## config.mk

```make
export PLATFORM = sky130hd
export DESIGN_NAME = trapezoidal_membership_degree
export DESIGN_NICKNAME = d
export VERILOG_FILES = /design/src/rtl/core/tmd_pkg.sv /design/src/rtl/core/tmd_classify.sv /design/src/rtl/core/tmd_div_stage.sv /design/src/rtl/core/trapezoidal_membership_degree.sv
export SDC_FILE = /design/constraint.sdc
export NUM_CORES = 2
export LEC_CHECK = 0
export ABC_AREA = 1
export BUFFER_PORTS_ARGS = -buffer_cell sky130_fd_sc_hd__buf_2
export CAP_MARGIN = 0
export CORE_MARGIN = 2
export CORE_UTILIZATION = 25
export DETAILED_ROUTE_END_ITERATION = 10
export MAX_ROUTING_LAYER = met4
export PLACE_DENSITY_LB_ADDON = 0.15
export SYNTH_ARGS = -nofsm -noshare
export SYNTH_HDL_FRONTEND = slang
export SYNTH_HIERARCHICAL = 1
export SYNTH_SLANG_ARGS = --single-unit
```

## constraint.sdc

```tcl
create_clock -name clk -period 35.1 [get_ports clk]
set_input_delay 1.755 -clock clk [delete_from_list [all_inputs] [get_ports clk]]
set_output_delay 1.755 -clock clk [all_outputs]
set_load 0.005 [all_outputs]
```

## src/rtl/core/tmd_pkg.sv

```systemverilog
package tmd_pkg;

  // Width of every breakpoint, sample and membership word on the ports
  localparam int unsigned DATA_W = 16;
  localparam int unsigned CFG_IDX_W = 2;

  // Configuration register indexes
  typedef enum logic [CFG_IDX_W-1:0] {
    REG_LOW_BOUND     = 2'd0,
    REG_PLATEAU_START = 2'd1,
    REG_PLATEAU_END   = 2'd2,
    REG_HIGH_BOUND    = 2'd3
  } tmd_reg_e;

  // How the degree of a word is formed
  typedef enum logic [1:0] {
    KIND_ZERO  = 2'd0,
    KIND_FULL  = 2'd1,
    KIND_SLOPE = 2'd2
  } tmd_kind_e;

  // Control that travels with each pipeline stage
  typedef struct packed {
    logic      valid;
    tmd_kind_e kind;
  } tmd_ctl_t;

endpackage

```

## src/rtl/core/tmd_classify.sv

```systemverilog
module tmd_classify #(
  parameter int unsigned VW = 16
) (
  input  logic                            clk,
  input  logic                            rst_n,
  input  logic                            en,
  input  logic                            in_valid,
  input  logic [tmd_pkg::DATA_W-1:0]      x_i,
  input  logic [tmd_pkg::DATA_W-1:0]      lo_i,
  input  logic [tmd_pkg::DATA_W-1:0]      ps_i,
  input  logic [tmd_pkg::DATA_W-1:0]      pe_i,
  input  logic [tmd_pkg::DATA_W-1:0]      hi_i,
  output tmd_pkg::tmd_ctl_t               ctl_o,
  output logic [VW:0]                     rem_o,
  output logic [VW-1:0]                   den_o
);
  import tmd_pkg::*;

  logic [VW-1:0] x, lo, ps, pe, hi;
  logic [VW-1:0] num_nxt, den_nxt;
  tmd_kind_e     kind_nxt;
  tmd_ctl_t      ctl_r;
  logic [VW:0]   rem_r;
  logic [VW-1:0] den_r;

  // Only the low VW bits of every value count
  assign x  = x_i[VW-1:0];
  assign lo = lo_i[VW-1:0];
  assign ps = ps_i[VW-1:0];
  assign pe = pe_i[VW-1:0];
  assign hi = hi_i[VW-1:0];

  // Region test: outside, falling edge, rising edge, plateau
  always_comb begin
    kind_nxt = KIND_FULL;
    num_nxt  = '0;
    den_nxt  = '0;
    if (x <= lo || x >= hi) begin
      kind_nxt = KIND_ZERO;
    end else if (x > pe) begin
      kind_nxt = KIND_SLOPE;
      num_nxt  = hi - x;
      den_nxt  = hi - pe;
    end else if (x < ps) begin
      kind_nxt = KIND_SLOPE;
      num_nxt  = x - lo;
      den_nxt  = ps - lo;
    end
  end

  always_ff @(posedge clk) begin
    if (!rst_n) begin
      ctl_r <= '{valid: 1'b0, kind: KIND_ZERO};
    end else if (en) begin
      ctl_r <= '{valid: in_valid, kind: kind_nxt};
    end
  end

  // Payload, no reset
  always_ff @(posedge clk) begin
    if (en) begin
      rem_r <= {1'b0, num_nxt};
      den_r <= den_nxt;
    end
  end

  assign ctl_o = ctl_r;
  assign rem_o = rem_r;
  assign den_o = den_r;

endmodule

```

## src/rtl/core/tmd_div_stage.sv

```systemverilog
module tmd_div_stage #(
  parameter int unsigned VW = 16,
  parameter int unsigned FB = 15
) (
  input  logic              clk,
  input  logic              rst_n,
  input  logic              en,
  input  tmd_pkg::tmd_ctl_t ctl_i,
  input  logic [VW:0]       rem_i,
  input  logic [VW-1:0]     den_i,
  input  logic [FB-1:0]     quo_i,
  output tmd_pkg::tmd_ctl_t ctl_o,
  output logic [VW:0]       rem_o,
  output logic [VW-1:0]     den_o,
  output logic [FB-1:0]     quo_o
);
  import tmd_pkg::*;

  logic [VW:0]   shifted;
  logic          take;
  logic [VW:0]   rem_nxt;
  tmd_ctl_t      ctl_r;
  logic [VW:0]   rem_r;
  logic [VW-1:0] den_r;
  logic [FB-1:0] quo_r;

  // One restoring step: remainder stays below the divisor
  assign shifted = {rem_i[VW-1:0], 1'b0};
  assign take    = shifted >= {1'b0, den_i};
  assign rem_nxt = take ? shifted - {1'b0, den_i} : shifted;

  always_ff @(posedge clk) begin
    if (!rst_n) begin
      ctl_r <= '{valid: 1'b0, kind: KIND_ZERO};
    end else if (en) begin
      ctl_r <= ctl_i;
    end
  end

  always_ff @(posedge clk) begin
    if (en) begin
      rem_r <= rem_nxt;
      den_r <= den_i;
      quo_r <= {quo_i[FB-2:0], take};
    end
  end

  assign ctl_o = ctl_r;
  assign rem_o = rem_r;
  assign den_o = den_r;
  assign quo_o = quo_r;

endmodule

```

## src/rtl/core/trapezoidal_membership_degree.sv

```systemverilog
// Trapezoidal fuzzy membership: each 16-bit sample word yields one
// membership word, unsigned with FRACTION_BITS fraction bits
// (1 << FRACTION_BITS is full degree, the port carries its low 16 bits),
// truncated toward zero. A new word is taken every cycle while in_stall
// is low. Each word passes one region-test stage, one restoring-divider
// stage per quotient bit and one output register. The pipeline advances
// as a whole; in_stall rises only while a finished result waits on
// out_stall. Breakpoints reset to 0; the user must write them through
// cfg_we/cfg_index/cfg_data only while no word is in flight (not enforced).
module trapezoidal_membership_degree #(
  parameter int unsigned VALUE_BITS    = 16,
  parameter int unsigned FRACTION_BITS = 15
) (
  input  logic                              clk,
  input  logic                              rst_n,
  input  logic                              cfg_we,
  input  logic [tmd_pkg::CFG_IDX_W-1:0]     cfg_index,
  input  logic [tmd_pkg::DATA_W-1:0]        cfg_data,
  input  logic                              in_valid,
  output logic                              in_stall,
  input  logic [tmd_pkg::DATA_W-1:0]        in_sample_value,
  output logic                              out_valid,
  input  logic                              out_stall,
  output logic [tmd_pkg::DATA_W-1:0]        out_membership
);
  import tmd_pkg::*;

  localparam int unsigned VW    = (VALUE_BITS < DATA_W) ? VALUE_BITS : DATA_W;
  localparam int unsigned FB    = FRACTION_BITS;
  localparam int unsigned EXT_W = (FB + 1 > DATA_W) ? FB + 1 : DATA_W;
  localparam logic [FB:0] DEG_ONE = {1'b1, {FB{1'b0}}};

  logic [DATA_W-1:0] low_bound_r, plateau_start_r, plateau_end_r, high_bound_r;
  logic              advance;
  logic              out_valid_r;
  logic [DATA_W-1:0] out_membership_r;
  logic [FB:0]       deg;
  logic [EXT_W-1:0]  deg_ext;

  tmd_ctl_t          ctl_s [0:FB];
  logic [VW:0]       rem_s [0:FB];
  logic [VW-1:0]     den_s [0:FB];
  logic [FB-1:0]     quo_s [0:FB];

  // Breakpoint registers
  always_ff @(posedge clk) begin
    if (!rst_n) begin
      low_bound_r     <= '0;
      plateau_start_r <= '0;
      plateau_end_r   <= '0;
      high_bound_r    <= '0;
    end else if (cfg_we) begin
      case (tmd_reg_e'(cfg_index))
        REG_LOW_BOUND:     low_bound_r     <= cfg_data;
        REG_PLATEAU_START: plateau_start_r <= cfg_data;
        REG_PLATEAU_END:   plateau_end_r   <= cfg_data;
        REG_HIGH_BOUND:    high_bound_r    <= cfg_data;
        default: ;
      endcase
    end
  end

  // Whole pipeline moves unless the output word is held
  assign advance  = !out_valid_r || !out_stall;
  assign in_stall = !advance;

  tmd_classify #(.VW(VW)) u_classify (
    .clk      (clk),
    .rst_n    (rst_n),
    .en       (advance),
    .in_valid (in_valid),
    .x_i      (in_sample_value),
    .lo_i     (low_bound_r),
    .ps_i     (plateau_start_r),
    .pe_i     (plateau_end_r),
    .hi_i     (high_bound_r),
    .ctl_o    (ctl_s[0]),
    .rem_o    (rem_s[0]),
    .den_o    (den_s[0])
  );

  assign quo_s[0] = '0;

  // One quotient bit per stage
  for (genvar k = 0; k < FB; k++) begin : g_div
    tmd_div_stage #(.VW(VW), .FB(FB)) u_stage (
      .clk   (clk),
      .rst_n (rst_n),
      .en    (advance),
      .ctl_i (ctl_s[k]),
      .rem_i (rem_s[k]),
      .den_i (den_s[k]),
      .quo_i (quo_s[k]),
      .ctl_o (ctl_s[k+1]),
      .rem_o (rem_s[k+1]),
      .den_o (den_s[k+1]),
      .quo_o (quo_s[k+1])
    );
  end

  // Degree select and truncation to the port width
  always_comb begin
    case (ctl_s[FB].kind)
      KIND_FULL:  deg = DEG_ONE;
      KIND_SLOPE: deg = {1'b0, quo_s[FB]};
      default:    deg = '0;
    endcase
  end
  assign deg_ext = EXT_W'(deg);

  always_ff @(posedge clk) begin
    if (!rst_n) begin
      out_valid_r <= 1'b0;
    end else if (advance) begin
      out_valid_r <= ctl_s[FB].valid;
    end
  end

  always_ff @(posedge clk) begin
    if (advance) begin
      out_membership_r <= deg_ext[DATA_W-1:0];
    end
  end

  assign out_valid      = out_valid_r;
  assign out_membership = out_membership_r;

  // A slope word always enters the divider with numerator below divisor
  a_slope_num_lt_den: assert property (@(posedge clk) disable iff (!rst_n)
    ctl_s[0].valid && ctl_s[0].kind == KIND_SLOPE |-> rem_s[0] < {1'b0, den_s[0]})
    else $error("slope numerator not below divisor");

  // Final remainder stays below divisor
  a_final_rem: assert property (@(posedge clk) disable iff (!rst_n)
    ctl_s[FB].valid && ctl_s[FB].kind == KIND_SLOPE |-> rem_s[FB] < {1'b0, den_s[FB]})
    else $error("divider remainder out of range");

  // A held result word is not dropped
  a_hold_out: assert property (@(posedge clk) disable iff (!rst_n)
    out_valid_r && out_stall |=> out_valid_r && $stable(out_membership_r))
    else $error("stalled output word lost");

endmodule
```

### Word-level counts from Yosys, hierarchy flattened

Cells that the tools add are included.

* reduce and logical (&&, ||, !) cells: 10
* eq/ne operators: 5
* $add $sub $neg: 18
* multiplexer cells: 22
* $lt $le $gt $ge: 19

Operators with widths (number)
* $mux 16: 18
* $sub 16x16->16: 18
* $ge 17x16->1: 15
* $pmux 16 s2: 1
* $ge 16x16->1: 1
* $gt 16x16->1: 1
* $le 16x16->1: 1
* $lt 16x16->1: 1
* $reduce_and 2->1: 4
* $eq 2x2->1 const B: 3
* $mux 2: 3
* $eq 2x1->1 const B: 2
* $logic_not 1->1: 3
* $logic_not 2->1: 1
* $logic_or 1x1->1: 2

* word-level logic and storage cells: 171
* register bits after elaboration: 729
* output and inout port bits: 18
* bits of input ports: 39

### Logic depth before layout (Yosys ltp)

* depth in word-level cells: 4
* depth in mapped cells: 17
* gate-level depth less buffers: 16

### By module

The synthesis kept the hierarchy.

Modules (own cells, without submodules)
* tmd_div_stage at g_div[14].u_stage ...: sequential area each 1501.4 um2, cells an instance 341, instances 10, area each 2964.1 um2
* tmd_div_stage at g_div[0].u_stage ...: sequential area each 1501.4 um2, cells an instance 343, instances 5, area each 2952.8 um2
* tmd_classify: sequential area each 1021.0 um2, cells an instance 1005, instances 1, area each 6192.2 um2
* trapezoidal_membership_degree: sequential area each 1781.7 um2, cells an instance 468, instances 1, area each 3299.4 um2

### Least setup slack after synthesis

Ideal clock, no wire load.

* kind: input-to-output
* from: input out_stall
* to: output in_stall
* path slack: 13.556 ns
* arrival: 19.789 ns
* stages on the path: 2
* path buffers: 0
* data required time: 33.345 ns
* cell sequence: nand2_1 > inv_1

* word-level cells in the longest chain between the ends: 3

RTL lines
* start, declared: line trapezoidal_membership_degree.sv:23 `input logic out_stall,`
* $logic_not 1->1: line trapezoidal_membership_degree.sv:64 `assign advance = !out_valid_r || !out_stall;`
* $logic_or 1x1->1: line trapezoidal_membership_degree.sv:64
* $logic_not 1->1: line trapezoidal_membership_degree.sv:65 `assign in_stall = !advance;`
* end, declared: line trapezoidal_membership_degree.sv:20 `output logic in_stall,`

Every way passes these cells.

### Final worst setup path

* from: input out_stall
* to: output in_stall

* word-level cells in the longest chain between the ends: 3

RTL lines
* $logic_not 1->1: line trapezoidal_membership_degree.sv:64
* $logic_or 1x1->1: line trapezoidal_membership_degree.sv:64
* net advance: line trapezoidal_membership_degree.sv:34 `logic advance;`
* $logic_not 1->1: line trapezoidal_membership_degree.sv:65

The timed path passes the listed nets, and every way through them passes these cells.

==> metrics <==
area of the die=195000 um2; Root Driver=clkbuf_16; initial antenna violation count=0; maximum vdd ir drop=42.1 uV; CTS tree=yes; Max Cap Viol=0; post-DP HPWL=around 110 mm; vias in the first global route=36.5k; Worst Path Required=33340 ps; vias per cell=4.26; DR iter-0 viols=roughly 2.3k; worst stage delay on the critical path=~560 ps; part of the cycle the worst path needs=0.127; DR vias=37.4k; Top delay family on crit path=simple AND/OR/NAND/NOR gates; Area after DPL=50900 um2; Avg Cell Area, Syn=just under 8 um2; number of port buffers=56; Final Cell Area=53800 um2; Num CTS Buffers=92; GRT Total Usage=0.143; Reg clk slew, reported paths=60 ps; synthesized net count=6508; FMAX=about 220 MHz; Top Ports=57; first-pass GRT wire length=212 mm; Power Dens Cells=between 80 and 90 nW/um2; final setup fails=0; clk sinks=roughly 730; Die H=~440 um; pin count of the biggest net entering global routing=180; CP max-delay cell=nand2_4; CTS Buffer Depth=3; final-report hold violation count=0; outcome=completed; Layout area overhead=12.4%; core area=190000 um2; kind of start point of the critical path=input pin; Max-slew headroom=0.343; Post-layout nets=6591; WL per Instance=15.5 um; Setup crit start=out_stall; Mapped Area=47900 um2; share of cells above drive strength 1=0.0808; Max FO, Critical Path=63; cts hold-fix bufs=0; final setup TNS=0 ps; Starting Density=0.252; Worst Setup Path Type=input pin to output pin; H-Tree Level Count=3; GRT overflow=0; worst hold start=g_div[9].u_stage/quo_o[5]; worst hold slack=~410 ps; setup ws final=roughly 31000 ps; Routed Antenna Nets=0; r2r startpoint=out_valid; Worst-Margin Slew=986 ps; Final Util=0.283; worst min path class=flip-flop to flip-flop; Yosys warning count=6; Setup Fix Bufs, Post-CTS=0; min Tclk post-route=4470 ps; final wirelength=136 mm; Setup Skew=48.6 ps; Post-Place Worst Slack=between 20000 and 30000 ps; die width=about 440 um; DRC Markers=0; cell count after synthesis=just over 6k; Worst path most repeated cell=buf_2; Slew Limit Fails=0; First-pass DRT Iterations=6; FP Rows=160; Antenna diodes=0; Worst setup EP type=output pin; Critical path buffers and inverters=3; CP Data Arrival Time=2720 ps; post-CTS sizing=0; Skew-Pair Late Insertion Delay=720 ps; RSZ-0062 raised after global routing=no; Leak=26.0 nW; gp weighted congestion=between 0.8 and 0.9; crit-path cells=buf_2 -> nand2_4 -> inv_1 -> buf_2
==> power by group <==
part           leakage, nW  internal [W]  total, W  switching, W
Sequential            7.88       0.00121   0.00132      0.000111
Clock                 1.45      0.000534  0.000931      0.000397
Combinational         16.7      0.000688   0.00209       0.00140
==> final timing paths <==
check	cells past startpoint	end	slack, ps
worst max-delay path	4	in_stall	30630
worst min register to register	0	g_div[10].u_stage/quo_o[6]	410
worst min-delay path	0	g_div[10].u_stage/quo_o[6]	410
worst max register to register	4	g_div[4].u_stage/rem_o[11]	31450
==> flip-flops by register name, summed over array words and instances, names as in the netlist, 45 cells and up <==
| signal | flops |
|---|---|
| g_div.u_stage/ctl_o | 45 |
| g_div.u_stage/den_o | 224 |
| g_div.u_stage/quo_o | 120 |
| g_div.u_stage/rem_o | 224 |
==> metal layers <==
metal | track usage | wire length [um]
met1 | 0.189 | 65500
met2 | 0.231 | 62900
met3 | 0.0185 | 4240
met4 | 0.0365 | 3350
met5 | - | 0
==> placed cells by master (no fill, tap or decap), types with 21 or more instances in the layout <==
cell type / n
nand2_1: 1944
inv_1: 1125
edfxtp_1: 616
nor2_1: 503
nand3_1: 475
ha_1: 333
a21oi_1: 194
dfxtp_1: 113
clkbuf_16: 95
xor2_1: 92
o21ai_0: 81
nand3b_1: 63
inv_2: 57
buf_2: 55
nand4_1: 53
a21oi_2: 45
nand2_2: 44
xnor2_1: 39
nor2_2: 36
and2_1: 34
nand3_2: 30
nor2_4: 25
nand2_4: 21
nor3_1: 21
==> worst register-to-register path, stage by stage, from the launching register on <==
cell and delay [ps]:
dfxtp_1 330, nand2_4 570, buf_12 750, buf_12 700, buf_4 830
==> per-stage QoR <==
stage	instances	power, W
5_1_grt	8784	0.00473
2_1_floorplan	6118	0.00287
3_3_place_gp	8618	0.00343
3_5_place_dp	8618	0.00343
6_report	8784	0.00433
4_1_cts	8784	0.00439
==> area by class of cell <==
class / count / area, um2
Tap cell: 2511 / 3140
Clock buffer: 120 / 2530
Clock inverter: 46 / 425
Timing Repair Buffer: 68 / 398
Fill cell: 20800 / 136000
Sequential cell: 729 / 20800
Inverter: 1182 / 4440
Multi-Input combinational cell: 4128 / 22100
Power figures use the tool's default switching activity.
